[config.mk]
export PLATFORM = sky130hd
export DESIGN_NAME = im2col_address_generator
export DESIGN_NICKNAME = d
export VERILOG_FILES = /design/src/design/im2col_pkg.sv /design/src/design/im2col_address_generator.sv /design/src/design/im2col_fifo.sv /design/src/design/im2col_front.sv /design/src/design/im2col_back.sv
export SDC_FILE = /design/constraint.sdc
export NUM_CORES = 2
export LEC_CHECK = 0
export BUFFER_PORTS_ARGS = -buffer_cell sky130_fd_sc_hd__buf_2
export CORE_MARGIN = 4
export CORE_UTILIZATION = 58
export DETAILED_ROUTE_END_ITERATION = 8
export GPL_TIMING_DRIVEN = 0
export PLACE_DENSITY_LB_ADDON = 0.3
export SYNTH_ARGS = -nofsm -noshare
export SYNTH_HDL_FRONTEND = slang
export SYNTH_SLANG_ARGS = --single-unit
[constraint.sdc]
create_clock -name clk -period 15.63 [get_ports clk]
set_clock_uncertainty 0.1 [all_clocks]
set_input_delay 1.563 -clock clk [delete_from_list [all_inputs] [get_ports clk]]
set_output_delay 1.563 -clock clk [all_outputs]
set_load 0.01 [all_outputs]
[src/design/im2col_pkg.sv]
// Shared types, codes and default limits of the im2col address generator.
package im2col_pkg;

  // Default limits, handed to the top level parameters
  localparam int MAX_DIM_DEF    = 1024;
  localparam int MAX_KERNEL_DEF = 8;
  localparam int ADDR_BITS_DEF  = 32;

  // Fixed field and port widths
  localparam int CFG_W     = 11;
  localparam int CFG_IDX_W = 3;
  localparam int BASE_W    = 32;

  // Queue depths
  localparam int CMD_DEPTH = 4;
  localparam int RES_DEPTH = 4;

  // Item opcodes
  localparam logic OP_START = 1'b0;
  localparam logic OP_STEP  = 1'b1;

  // Configuration register indexes
  typedef enum logic [CFG_IDX_W-1:0] {
    REG_CHANNELS,
    REG_IN_HEIGHT,
    REG_IN_WIDTH,
    REG_KERNEL_DIMS,
    REG_STRIDES,
    REG_PADDINGS,
    REG_OUT_HEIGHT,
    REG_OUT_WIDTH
  } reg_idx_t;

  // Decoded item, front to back
  typedef struct packed {
    logic              is_start;
    logic [BASE_W-1:0] src_base;
    logic [BASE_W-1:0] dst_base;
  } cmd_t;

  // Configuration write
  typedef struct packed {
    logic                 write;
    logic [CFG_IDX_W-1:0] index;
    logic [CFG_W-1:0]     data;
  } cfg_wr_t;

endpackage

[src/design/im2col_address_generator.sv]
// Top level of the im2col address generator: front, back and result queue.
//
// Usage: the input side is a queue. An item is taken when push is high and
// full is low. op = start latches src_base/dst_base and begins a job; op =
// step yields one element move (ignored while no job runs). Moves walk
// channel, output row, output column, kernel row, kernel column.
// Results come out of a queue: while empty is low the oldest move is on
// src_addr/dst_addr/zero_fill/last, and pop takes it. last marks the final
// move of a job, after which steps are ignored until the next start.
// Configuration is written through cfg_write/cfg_index/cfg_data, one
// register per cycle, while no items are in flight.
// Path to empty falling: command queue, walk counters, four-stage address
// pipeline with at most three small multiplies per stage, result queue.
// Throughput: one item per cycle while the pipeline is not held.
// When the receiver stops popping, the result queue fills, the pipeline
// holds, the command queue fills and full rises; nothing is dropped.
// Reset (rst, synchronous) empties both queues, clears the walk state, ends
// any job and sets the registers to their defaults.
module im2col_address_generator #(
  parameter int MAX_DIM    = im2col_pkg::MAX_DIM_DEF,
  parameter int MAX_KERNEL = im2col_pkg::MAX_KERNEL_DEF,
  parameter int ADDR_BITS  = im2col_pkg::ADDR_BITS_DEF
) (
  input  logic                             clk,
  input  logic                             rst,
  input  logic                             push,
  output logic                             full,
  input  logic                             op,
  input  logic [im2col_pkg::BASE_W-1:0]    src_base,
  input  logic [im2col_pkg::BASE_W-1:0]    dst_base,
  input  logic                             cfg_write,
  input  logic [im2col_pkg::CFG_IDX_W-1:0] cfg_index,
  input  logic [im2col_pkg::CFG_W-1:0]     cfg_data,
  output logic                             empty,
  input  logic                             pop,
  output logic [ADDR_BITS-1:0]             src_addr,
  output logic [ADDR_BITS-1:0]             dst_addr,
  output logic                             zero_fill,
  output logic                             last
);
  import im2col_pkg::*;

  localparam int RES_W = 2 * ADDR_BITS + 2;

  cfg_wr_t              cfg_wr;
  cmd_t                 cmd;
  logic                 cmd_empty;
  logic                 cmd_pop;
  logic                 res_valid;
  logic                 res_full;
  logic [ADDR_BITS-1:0] res_src, res_dst;
  logic                 res_fill, res_last;
  logic [RES_W-1:0]     res_rd;

  always_comb begin
    cfg_wr.write = cfg_write;
    cfg_wr.index = cfg_index;
    cfg_wr.data  = cfg_data;
  end

  // Input decode and command queue
  im2col_front u_front (
    .clk       (clk),
    .rst       (rst),
    .push      (push),
    .full      (full),
    .op        (op),
    .src_base  (src_base),
    .dst_base  (dst_base),
    .cmd       (cmd),
    .cmd_empty (cmd_empty),
    .cmd_pop   (cmd_pop)
  );

  // Walk and address computation
  im2col_back #(
    .MAX_DIM    (MAX_DIM),
    .MAX_KERNEL (MAX_KERNEL),
    .ADDR_BITS  (ADDR_BITS)
  ) u_back (
    .clk       (clk),
    .rst       (rst),
    .cfg       (cfg_wr),
    .cmd       (cmd),
    .cmd_empty (cmd_empty),
    .cmd_pop   (cmd_pop),
    .res_valid (res_valid),
    .res_ready (!res_full),
    .res_src   (res_src),
    .res_dst   (res_dst),
    .res_fill  (res_fill),
    .res_last  (res_last)
  );

  // Result queue
  im2col_fifo #(
    .WIDTH (RES_W),
    .DEPTH (RES_DEPTH)
  ) u_res_q (
    .clk       (clk),
    .rst       (rst),
    .push      (res_valid),
    .push_data ({res_src, res_dst, res_fill, res_last}),
    .full      (res_full),
    .pop       (pop),
    .pop_data  (res_rd),
    .empty     (empty)
  );

  assign src_addr  = res_rd[RES_W-1 -: ADDR_BITS];
  assign dst_addr  = res_rd[ADDR_BITS+1 -: ADDR_BITS];
  assign zero_fill = res_rd[1];
  assign last      = res_rd[0];

endmodule

[src/design/im2col_fifo.sv]
// Small register-based FIFO used for the command and result queues.
module im2col_fifo #(
  parameter int WIDTH = 8,
  parameter int DEPTH = 4
) (
  input  logic             clk,
  input  logic             rst,
  input  logic             push,
  input  logic [WIDTH-1:0] push_data,
  output logic             full,
  input  logic             pop,
  output logic [WIDTH-1:0] pop_data,
  output logic             empty
);

  localparam int PTR_W = (DEPTH > 1) ? $clog2(DEPTH) : 1;
  localparam int CNT_W = $clog2(DEPTH + 1);

  logic [WIDTH-1:0] mem [DEPTH];
  logic [PTR_W-1:0] wr_ptr;
  logic [PTR_W-1:0] rd_ptr;
  logic [CNT_W-1:0] count;
  logic             do_push;
  logic             do_pop;

  assign full    = (count == CNT_W'(DEPTH));
  assign empty   = (count == '0);
  assign do_push = push && !full;
  assign do_pop  = pop && !empty;
  assign pop_data = mem[rd_ptr];

  // Pointers and fill count
  always_ff @(posedge clk) begin
    if (rst) begin
      wr_ptr <= '0;
      rd_ptr <= '0;
      count  <= '0;
    end else begin
      if (do_push) begin
        wr_ptr <= (wr_ptr == PTR_W'(DEPTH - 1)) ? '0 : wr_ptr + PTR_W'(1);
      end
      if (do_pop) begin
        rd_ptr <= (rd_ptr == PTR_W'(DEPTH - 1)) ? '0 : rd_ptr + PTR_W'(1);
      end
      if (do_push && !do_pop) begin
        count <= count + CNT_W'(1);
      end else if (do_pop && !do_push) begin
        count <= count - CNT_W'(1);
      end
    end
  end

  // Storage
  always_ff @(posedge clk) begin
    if (do_push) begin
      mem[wr_ptr] <= push_data;
    end
  end

endmodule

[src/design/im2col_front.sv]
// Front end: accepts input items, decodes the opcode and queues commands.
module im2col_front (
  input  logic                                  clk,
  input  logic                                  rst,
  input  logic                                  push,
  output logic                                  full,
  input  logic                                  op,
  input  logic [im2col_pkg::BASE_W-1:0]         src_base,
  input  logic [im2col_pkg::BASE_W-1:0]         dst_base,
  output im2col_pkg::cmd_t                      cmd,
  output logic                                  cmd_empty,
  input  logic                                  cmd_pop
);
  import im2col_pkg::*;

  cmd_t                cmd_in;
  logic [$bits(cmd_t)-1:0] cmd_bits;

  // Decode the item
  always_comb begin
    cmd_in.is_start = (op == OP_START);
    cmd_in.src_base = src_base;
    cmd_in.dst_base = dst_base;
  end

  // Command queue toward the back end
  im2col_fifo #(
    .WIDTH ($bits(cmd_t)),
    .DEPTH (CMD_DEPTH)
  ) u_cmd_q (
    .clk       (clk),
    .rst       (rst),
    .push      (push),
    .push_data (cmd_in),
    .full      (full),
    .pop       (cmd_pop),
    .pop_data  (cmd_bits),
    .empty     (cmd_empty)
  );

  assign cmd = cmd_t'(cmd_bits);

endmodule

[src/design/im2col_back.sv]
// Back end: config registers, walk counters and the address pipeline.
module im2col_back #(
  parameter int MAX_DIM    = im2col_pkg::MAX_DIM_DEF,
  parameter int MAX_KERNEL = im2col_pkg::MAX_KERNEL_DEF,
  parameter int ADDR_BITS  = im2col_pkg::ADDR_BITS_DEF
) (
  input  logic                  clk,
  input  logic                  rst,
  input  im2col_pkg::cfg_wr_t   cfg,
  input  im2col_pkg::cmd_t      cmd,
  input  logic                  cmd_empty,
  output logic                  cmd_pop,
  output logic                  res_valid,
  input  logic                  res_ready,
  output logic [ADDR_BITS-1:0]  res_src,
  output logic [ADDR_BITS-1:0]  res_dst,
  output logic                  res_fill,
  output logic                  res_last
);
  import im2col_pkg::*;

  localparam int DIM_LIM = (MAX_DIM > (1 << CFG_W) - 1) ? (1 << CFG_W) - 1 : MAX_DIM;
  localparam int KLIM    = (MAX_KERNEL > 8) ? 8 : MAX_KERNEL;
  localparam int IDX_W   = $clog2(DIM_LIM);
  localparam int KIDX_W  = (KLIM > 1) ? $clog2(KLIM) : 1;
  localparam int POS_W   = CFG_W + 6;
  localparam int AS_W    = IDX_W + 12;
  localparam int BS_W    = AS_W + 12;
  localparam int AD_W    = IDX_W + 8;
  localparam int BD_W    = AD_W + 12;
  localparam int CD_W    = BD_W + 12;
  localparam logic [CFG_W-1:0] DIM_MAX_V = CFG_W'(DIM_LIM);
  localparam logic [3:0]       KMAX_V    = 4'(KLIM);

  // Zero reads as one, oversize clamps to the limit
  function automatic logic [CFG_W-1:0] dim_of(input logic [CFG_W-1:0] v);
    logic [CFG_W-1:0] r;
    if (v == '0) begin
      r = CFG_W'(1);
    end else if (v > DIM_MAX_V) begin
      r = DIM_MAX_V;
    end else begin
      r = v;
    end
    return r;
  endfunction

  function automatic logic [3:0] ksize_of(input logic [2:0] v);
    logic [3:0] k;
    k = {1'b0, v} + 4'd1;
    if (k > KMAX_V) begin
      k = KMAX_V;
    end
    return k;
  endfunction

  // Configuration registers
  logic [CFG_W-1:0] channels, in_height, in_width, out_height, out_width;
  logic [5:0]       kernel_dims, strides, paddings;

  always_ff @(posedge clk) begin
    if (rst) begin
      channels    <= CFG_W'(1);
      in_height   <= CFG_W'(1);
      in_width    <= CFG_W'(1);
      kernel_dims <= '0;
      strides     <= '0;
      paddings    <= '0;
      out_height  <= CFG_W'(1);
      out_width   <= CFG_W'(1);
    end else if (cfg.write) begin
      case (reg_idx_t'(cfg.index))
        REG_CHANNELS:    channels    <= cfg.data;
        REG_IN_HEIGHT:   in_height   <= cfg.data;
        REG_IN_WIDTH:    in_width    <= cfg.data;
        REG_KERNEL_DIMS: kernel_dims <= cfg.data[5:0];
        REG_STRIDES:     strides     <= cfg.data[5:0];
        REG_PADDINGS:    paddings    <= cfg.data[5:0];
        REG_OUT_HEIGHT:  out_height  <= cfg.data;
        REG_OUT_WIDTH:   out_width   <= cfg.data;
        default: ;
      endcase
    end
  end

  // Effective sizes
  logic [CFG_W-1:0] n_ch, n_ih, n_iw, n_oh, n_ow;
  logic [3:0]       kw, kh, sx, sy;
  logic [2:0]       px, py;
  logic [6:0]       khkw;

  always_comb begin
    n_ch = dim_of(channels);
    n_ih = dim_of(in_height);
    n_iw = dim_of(in_width);
    n_oh = dim_of(out_height);
    n_ow = dim_of(out_width);
    kw   = ksize_of(kernel_dims[2:0]);
    kh   = ksize_of(kernel_dims[5:3]);
    sx   = {1'b0, strides[2:0]} + 4'd1;
    sy   = {1'b0, strides[5:3]} + 4'd1;
    px   = paddings[2:0];
    py   = paddings[5:3];
    khkw = 7'(kh) * 7'(kw);
  end

  // Walk state
  logic [IDX_W-1:0]     chan_idx, row_idx, col_idx;
  logic [KIDX_W-1:0]    krow_idx, kcol_idx;
  logic [IDX_W-1:0]     chan_idx_next, row_idx_next, col_idx_next;
  logic [KIDX_W-1:0]    krow_idx_next, kcol_idx_next;
  logic                 running, running_next;
  logic [ADDR_BITS-1:0] src_origin, dst_origin;

  // Pipeline valids
  logic v1, v2, v3, v4;
  logic pipe_en;
  logic step;

  // Window position and end flags of the current move
  logic [POS_W-1:0] ih, iw;
  logic             fill;
  logic             end_kc, end_kr, end_c, end_r, end_ch, last;

  assign pipe_en = !v4 || res_ready;
  assign cmd_pop = !cmd_empty && pipe_en;
  assign step    = cmd_pop && !cmd.is_start && running;

  always_comb begin
    ih     = POS_W'(row_idx) * POS_W'(sy) + POS_W'(krow_idx) - POS_W'(py);
    iw     = POS_W'(col_idx) * POS_W'(sx) + POS_W'(kcol_idx) - POS_W'(px);
    // a negative position wraps to a large unsigned value, so one compare covers both sides
    fill   = (ih >= POS_W'(n_ih)) || (iw >= POS_W'(n_iw));
    end_kc = (5'(kcol_idx) + 5'd1) >= 5'(kw);
    end_kr = (5'(krow_idx) + 5'd1) >= 5'(kh);
    end_c  = (12'(col_idx) + 12'd1) >= 12'(n_ow);
    end_r  = (12'(row_idx) + 12'd1) >= 12'(n_oh);
    end_ch = (12'(chan_idx) + 12'd1) >= 12'(n_ch);
    last   = end_kc && end_kr && end_c && end_r && end_ch;
  end

  // Counter advance, innermost kernel column first
  always_comb begin
    chan_idx_next = chan_idx;
    row_idx_next  = row_idx;
    col_idx_next  = col_idx;
    krow_idx_next = krow_idx;
    kcol_idx_next = kcol_idx;
    running_next  = running;
    if (cmd_pop && cmd.is_start) begin
      chan_idx_next = '0;
      row_idx_next  = '0;
      col_idx_next  = '0;
      krow_idx_next = '0;
      kcol_idx_next = '0;
      running_next  = 1'b1;
    end else if (step) begin
      if (last) begin
        chan_idx_next = '0;
        row_idx_next  = '0;
        col_idx_next  = '0;
        krow_idx_next = '0;
        kcol_idx_next = '0;
        running_next  = 1'b0;
      end else if (!end_kc) begin
        kcol_idx_next = kcol_idx + KIDX_W'(1);
      end else begin
        kcol_idx_next = '0;
        if (!end_kr) begin
          krow_idx_next = krow_idx + KIDX_W'(1);
        end else begin
          krow_idx_next = '0;
          if (!end_c) begin
            col_idx_next = col_idx + IDX_W'(1);
          end else begin
            col_idx_next = '0;
            if (!end_r) begin
              row_idx_next = row_idx + IDX_W'(1);
            end else begin
              row_idx_next  = '0;
              chan_idx_next = chan_idx + IDX_W'(1);
            end
          end
        end
      end
    end
  end

  always_ff @(posedge clk) begin
    if (rst) begin
      chan_idx   <= '0;
      row_idx    <= '0;
      col_idx    <= '0;
      krow_idx   <= '0;
      kcol_idx   <= '0;
      running    <= 1'b0;
      src_origin <= '0;
      dst_origin <= '0;
    end else begin
      chan_idx <= chan_idx_next;
      row_idx  <= row_idx_next;
      col_idx  <= col_idx_next;
      krow_idx <= krow_idx_next;
      kcol_idx <= kcol_idx_next;
      running  <= running_next;
      if (cmd_pop && cmd.is_start) begin
        src_origin <= ADDR_BITS'(cmd.src_base);
        dst_origin <= ADDR_BITS'(cmd.dst_base);
      end
    end
  end

  // Address pipeline payload
  logic [IDX_W-1:0]     c1, r1, oc1, r2, oc2, oc3;
  logic [KIDX_W-1:0]    kr1, kc1;
  logic [CFG_W-1:0]     ih1, iw1, iw2;
  logic                 fill1, fill2, fill3, fill4;
  logic                 last1, last2, last3, last4;
  logic [ADDR_BITS-1:0] so1, so2, so3, do1, do2, do3, do4, src4;
  logic [AS_W-1:0]      a_s2;
  logic [AD_W-1:0]      a_d2;
  logic [BS_W-1:0]      b_s3;
  logic [BD_W-1:0]      b_d3;
  logic [CD_W-1:0]      c_d4;

  always_ff @(posedge clk) begin
    if (rst) begin
      v1 <= 1'b0;
      v2 <= 1'b0;
      v3 <= 1'b0;
      v4 <= 1'b0;
    end else if (pipe_en) begin
      v1 <= step;
      v2 <= v1;
      v3 <= v2;
      v4 <= v3;
    end
  end

  always_ff @(posedge clk) begin
    if (pipe_en) begin
      // stage 1: snapshot of the move
      c1    <= chan_idx;
      r1    <= row_idx;
      oc1   <= col_idx;
      kr1   <= krow_idx;
      kc1   <= kcol_idx;
      ih1   <= ih[CFG_W-1:0];
      iw1   <= iw[CFG_W-1:0];
      fill1 <= fill;
      last1 <= last;
      so1   <= src_origin;
      do1   <= dst_origin;
      // stage 2: channel row offset, column plane index
      a_s2  <= AS_W'(c1) * AS_W'(n_ih) + AS_W'(ih1);
      a_d2  <= AD_W'(c1) * AD_W'(khkw) + AD_W'(kr1) * AD_W'(kw) + AD_W'(kc1);
      iw2   <= iw1;
      r2    <= r1;
      oc2   <= oc1;
      fill2 <= fill1;
      last2 <= last1;
      so2   <= so1;
      do2   <= do1;
      // stage 3: scale by widths and rows
      b_s3  <= BS_W'(a_s2) * BS_W'(n_iw) + BS_W'(iw2);
      b_d3  <= BD_W'(a_d2) * BD_W'(n_oh) + BD_W'(r2);
      oc3   <= oc2;
      fill3 <= fill2;
      last3 <= last2;
      so3   <= so2;
      do3   <= do2;
      // stage 4: source address done, last destination scale
      src4  <= fill3 ? '0 : so3 + ADDR_BITS'(b_s3);
      c_d4  <= CD_W'(b_d3) * CD_W'(n_ow) + CD_W'(oc3);
      fill4 <= fill3;
      last4 <= last3;
      do4   <= do3;
    end
  end

  assign res_valid = v4;
  assign res_src   = src4;
  assign res_dst   = do4 + ADDR_BITS'(c_d4);
  assign res_fill  = fill4;
  assign res_last  = last4;

endmodule

==> results summary <==
During placement, the flow inserted port buffers numbering 143. The cell area after synthesis is 80,400 um2. The number of antenna violations at the first check in global routing was 23.

The share of synthesized flip-flops with an asynchronous set or reset is 0%. The total number of clock tree sinks is 1,217. Pin placement for this block handled 152 I/O pins. STA puts the critical path data required time at 16.02 ns. The share of synthesized area in the top cell type comes to 38.1%. The max-capacitance violation count came out at 1.

The xor and xnor fraction of the mapped netlist area is 2.80%. By area the synthesized netlist is led by sky130_fd_sc_hd__edfxtp_1 38%, sky130_fd_sc_hd__fa_1 19%, sky130_fd_sc_hd__ha_1 8.8%. The global-route wire length before repair is 289 mm. The max-slew violation count is 11. The main combinational cell family by area after synthesis is adder cells. The adder-cell share of the synthesized area came out at 27.5%. The checks that failed: capacitance limit, slew limit. Setup violations remaining at the end of the flow were counted as 0. Yosys printed 0 warnings. The routed design could run at a clock period as short as 8.52 ns. Among cell families on the critical path, the largest total delay comes from adder cells. The cts-stage hold buffer count came out at 0. The basic-gate share of the synthesized area counting and, or, nand and nor cells is 10.9%. The largest registers in the layout are u_res_q.mem (264), u_front.u_cmd_q.mem (260).

The endpoint arrival time on the critical path came out at 8.90 ns. The final critical path takes up 54.5% of the cycle. The setup slack of the critical path after layout is 7.11 ns.

Clock-pin slew was measured on the worst setup and hold paths at 0.06 ns. The clock tree buffer depth is 3. The final hold violation count is 0. The level count of the clock H-tree came out at 3. The die is 380 um wide.

The setup slack at placement is 7.08 ns. The kind of critical path is reg2reg. The slew of the pin with the lowest slew margin came out at 1.52 ns. In the layout the commonest cells are 1,061 x sky130_fd_sc_hd__inv_1, 1,061 x sky130_fd_sc_hd__nand2_1, 1,021 x sky130_fd_sc_hd__edfxtp_1. After detailed routing, the total wire length is 180 mm. For this design the ratio of total power to cell area is 98.3 nW/um2.

The sum of buffers and inverters on the critical path is 4. The most numerous cell type found on the critical path is sky130_fd_sc_hd__fa_1. The routed length per placed instance came out at 19.8 um. More flip-flops sit in one register than any other, and that register is u_res_q.mem. The number of filler cells placed in the layout came out at 10,300. The number of synthesized flops with an enable pin came out at 1,021.

The remaining routing DRC violations is 0. CTS placed an instance of sky130_fd_sc_hd__clkbuf_16 at the clock tree root. The largest stage delay on the critical path came out at 0.68 ns. The half-perimeter wire length of the detailed placement result came out at 138 mm. The fraction of final layout cells sized beyond drive strength 1 is 7.43%. The final layout net count is 8,590. Among all stages on the critical path, the largest delay is contributed by sky130_fd_sc_hd__xnor2_1. STA classifies the critical path startpoint as a flip-flop. The total overflow reported by the global router came out at 0. The maximum vdd drop came out at 98.8 uV.

The clock buffer count from CTS is 121. Among all flip-flop cells after synthesis, the most frequent one is sky130_fd_sc_hd__edfxtp_1. TritonCTS built the clock tree. For this design the static power due to leakage is 0.0379 uW. The post-synthesis cell count came out at 6,906. The final antenna-violating net count is 0. The die extent in y came out at 380 um. The count of instances resized after the clock tree is built is 0.

The mean number of vias per cell is 5.61. The first-pass iteration count of the detailed router came out at 6. Setup repair after global routing left no endpoint under its margin.

The maximum fanout encountered on the critical timing path came out at 10. The number of DRC markers after the initial detailed-route iteration came out at 4,059. The timing-limited maximum frequency came out at 0.117 GHz. The flow ran to the end, but the final reports show violations. The biggest area contributor in the post-synthesis netlist is sky130_fd_sc_hd__edfxtp_1. The routability congestion estimate from global placement came out at 0.897. The global routing usage summed across all routing layers is 25.3%. The floorplan row count is 136. The kind of end point of the critical path is a flip-flop.

The flip-flop count of the largest register after layout came out at 264. The layout-stage area growth over the synthesis result is 9.54%. The synthesized netlist contains 85 unique library cells.

The total via count after detailed routing is 51,100. The area of the core region came out at 138,000 um2. The mean instance size in the synthesized netlist came out at 11.6 um2. The count of state elements after synthesis came out at 1,217.

After synthesis, the share of cell area in mux cells is 4.07%. The setup fix buffers added after clock tree synthesis is 0. The relative slew slack is -1.64%. The worst hold path belongs to the class reg2reg.

The die covers 145,000 um2. The part of the Yosys area used for sequential elements is 43.0%. The worst-skew pair later-pin latency came out at 0.75 ns. The initial utilization of the core area, before any placement, comes to 58.4%. The number of nets in the synthesized netlist is 8,308. The number of global-route vias before repair is 53,100. The share of the synthesized area in compound gates (AO/OA/AOI/OAI) came out at 5.45%. Entering global routing, the biggest net connects 71 pins. The setup total negative slack came out at 0 ns.
where the power goes:
group	leakage (uW)	switching, uW	total (uW)	internal (uW)
registers	0.0124	182	4230	4050
clock network	0.00204	1260	2990	1730
logic	0.0234	879	1440	563
layer usage:
metal  GRT usage, %  vias up  part of all wire [%]
met5              0        -                 0.023
met4           8.32        6                   3.2
met3           4.15      303                   7.2
met2           41.6     1704                    48
met1           34.7    25700                    41
li1               -    23400                     -
path summary, 6_finish.rpt:
kind | endpoint | depth (start not counted) | slack, ns | startpoint
max reg2reg | u_back.a_d2[17] | 27 | 7.11 | u_back.kernel_dims[3]
max | u_back.a_d2[17] | 27 | 7.11 | u_back.kernel_dims[3]
min | u_back.oc3[7] | 0 | 0.31 | u_back.oc2[7]
min reg2reg | u_back.oc3[7] | 0 | 0.31 | u_back.oc2[7]
cells by family (layout without fill, tap and decap cells):
group,Yosys count,in the layout
AND/OR/NAND/NOR,1922,1922
buffers and inverters,1337,1725
adder cells (fa/ha/maj),1318,1318
flip-flops,1217,1217
AO/OA/AOI/OAI,692,692
XOR/XNOR,257,257
multiplexers,163,163
other,0,20
cells in the mapped netlist, types with 14 or more instances:
cell type / number
sky130_fd_sc_hd__nor2_1: 225
sky130_fd_sc_hd__xor2_1: 88
sky130_fd_sc_hd__o21a_1: 36
sky130_fd_sc_hd__and3_1: 31
sky130_fd_sc_hd__a211oi_1: 20
sky130_fd_sc_hd__a21oi_1: 293
sky130_fd_sc_hd__ha_1: 565
sky130_fd_sc_hd__o21ai_0: 95
sky130_fd_sc_hd__clkbuf_1: 245
sky130_fd_sc_hd__nand2b_1: 47
sky130_fd_sc_hd__edfxtp_1: 1021
sky130_fd_sc_hd__dfxtp_1: 196
sky130_fd_sc_hd__nand2_1: 1061
sky130_fd_sc_hd__and2_1: 283
sky130_fd_sc_hd__mux4_2: 131
sky130_fd_sc_hd__mux2i_1: 31
sky130_fd_sc_hd__o21bai_1: 17
sky130_fd_sc_hd__fa_1: 753
sky130_fd_sc_hd__nand3_1: 53
sky130_fd_sc_hd__nand4_1: 18
sky130_fd_sc_hd__nor4_1: 14
sky130_fd_sc_hd__buf_1: 28
sky130_fd_sc_hd__a21o_1: 84
sky130_fd_sc_hd__or3_1: 15
sky130_fd_sc_hd__nor2b_1: 94
sky130_fd_sc_hd__inv_1: 1061
sky130_fd_sc_hd__nor3_1: 33
sky130_fd_sc_hd__a31oi_1: 21
sky130_fd_sc_hd__xnor2_1: 169
cell type report:
cell class / instances / area, um2 / area share, %
multi-input combinational: 4352 / 40900 / 46.4
timing repair buffer: 159 / 1160 / 1.31
clock buffer: 164 / 3380 / 3.84
buffer: 274 / 1030 / 1.17
antenna: 20 / 50.0 / 0.0568
tap: 1794 / 2240 / 2.55
clock inverter: 65 / 808 / 0.917
sequential: 1217 / 34600 / 39.3
inverter: 1063 / 3990 / 4.53
metrics by stage:
stage	std cells	cell area (um2)	power [uW]	hold WS, ns	util, %
final	9108	88100	8660	0.307	64.0
after floorplan	6906	80400	5200	0.300	-
after global placement	8843	83400	5670	0.301	60.6
after detailed placement	8859	83900	5730	0.305	60.9
after CTS	9088	88100	8710	0.294	64.0
after global routing	9093	88100	9030	0.291	64.0
Power figures use the tool's default switching activity.
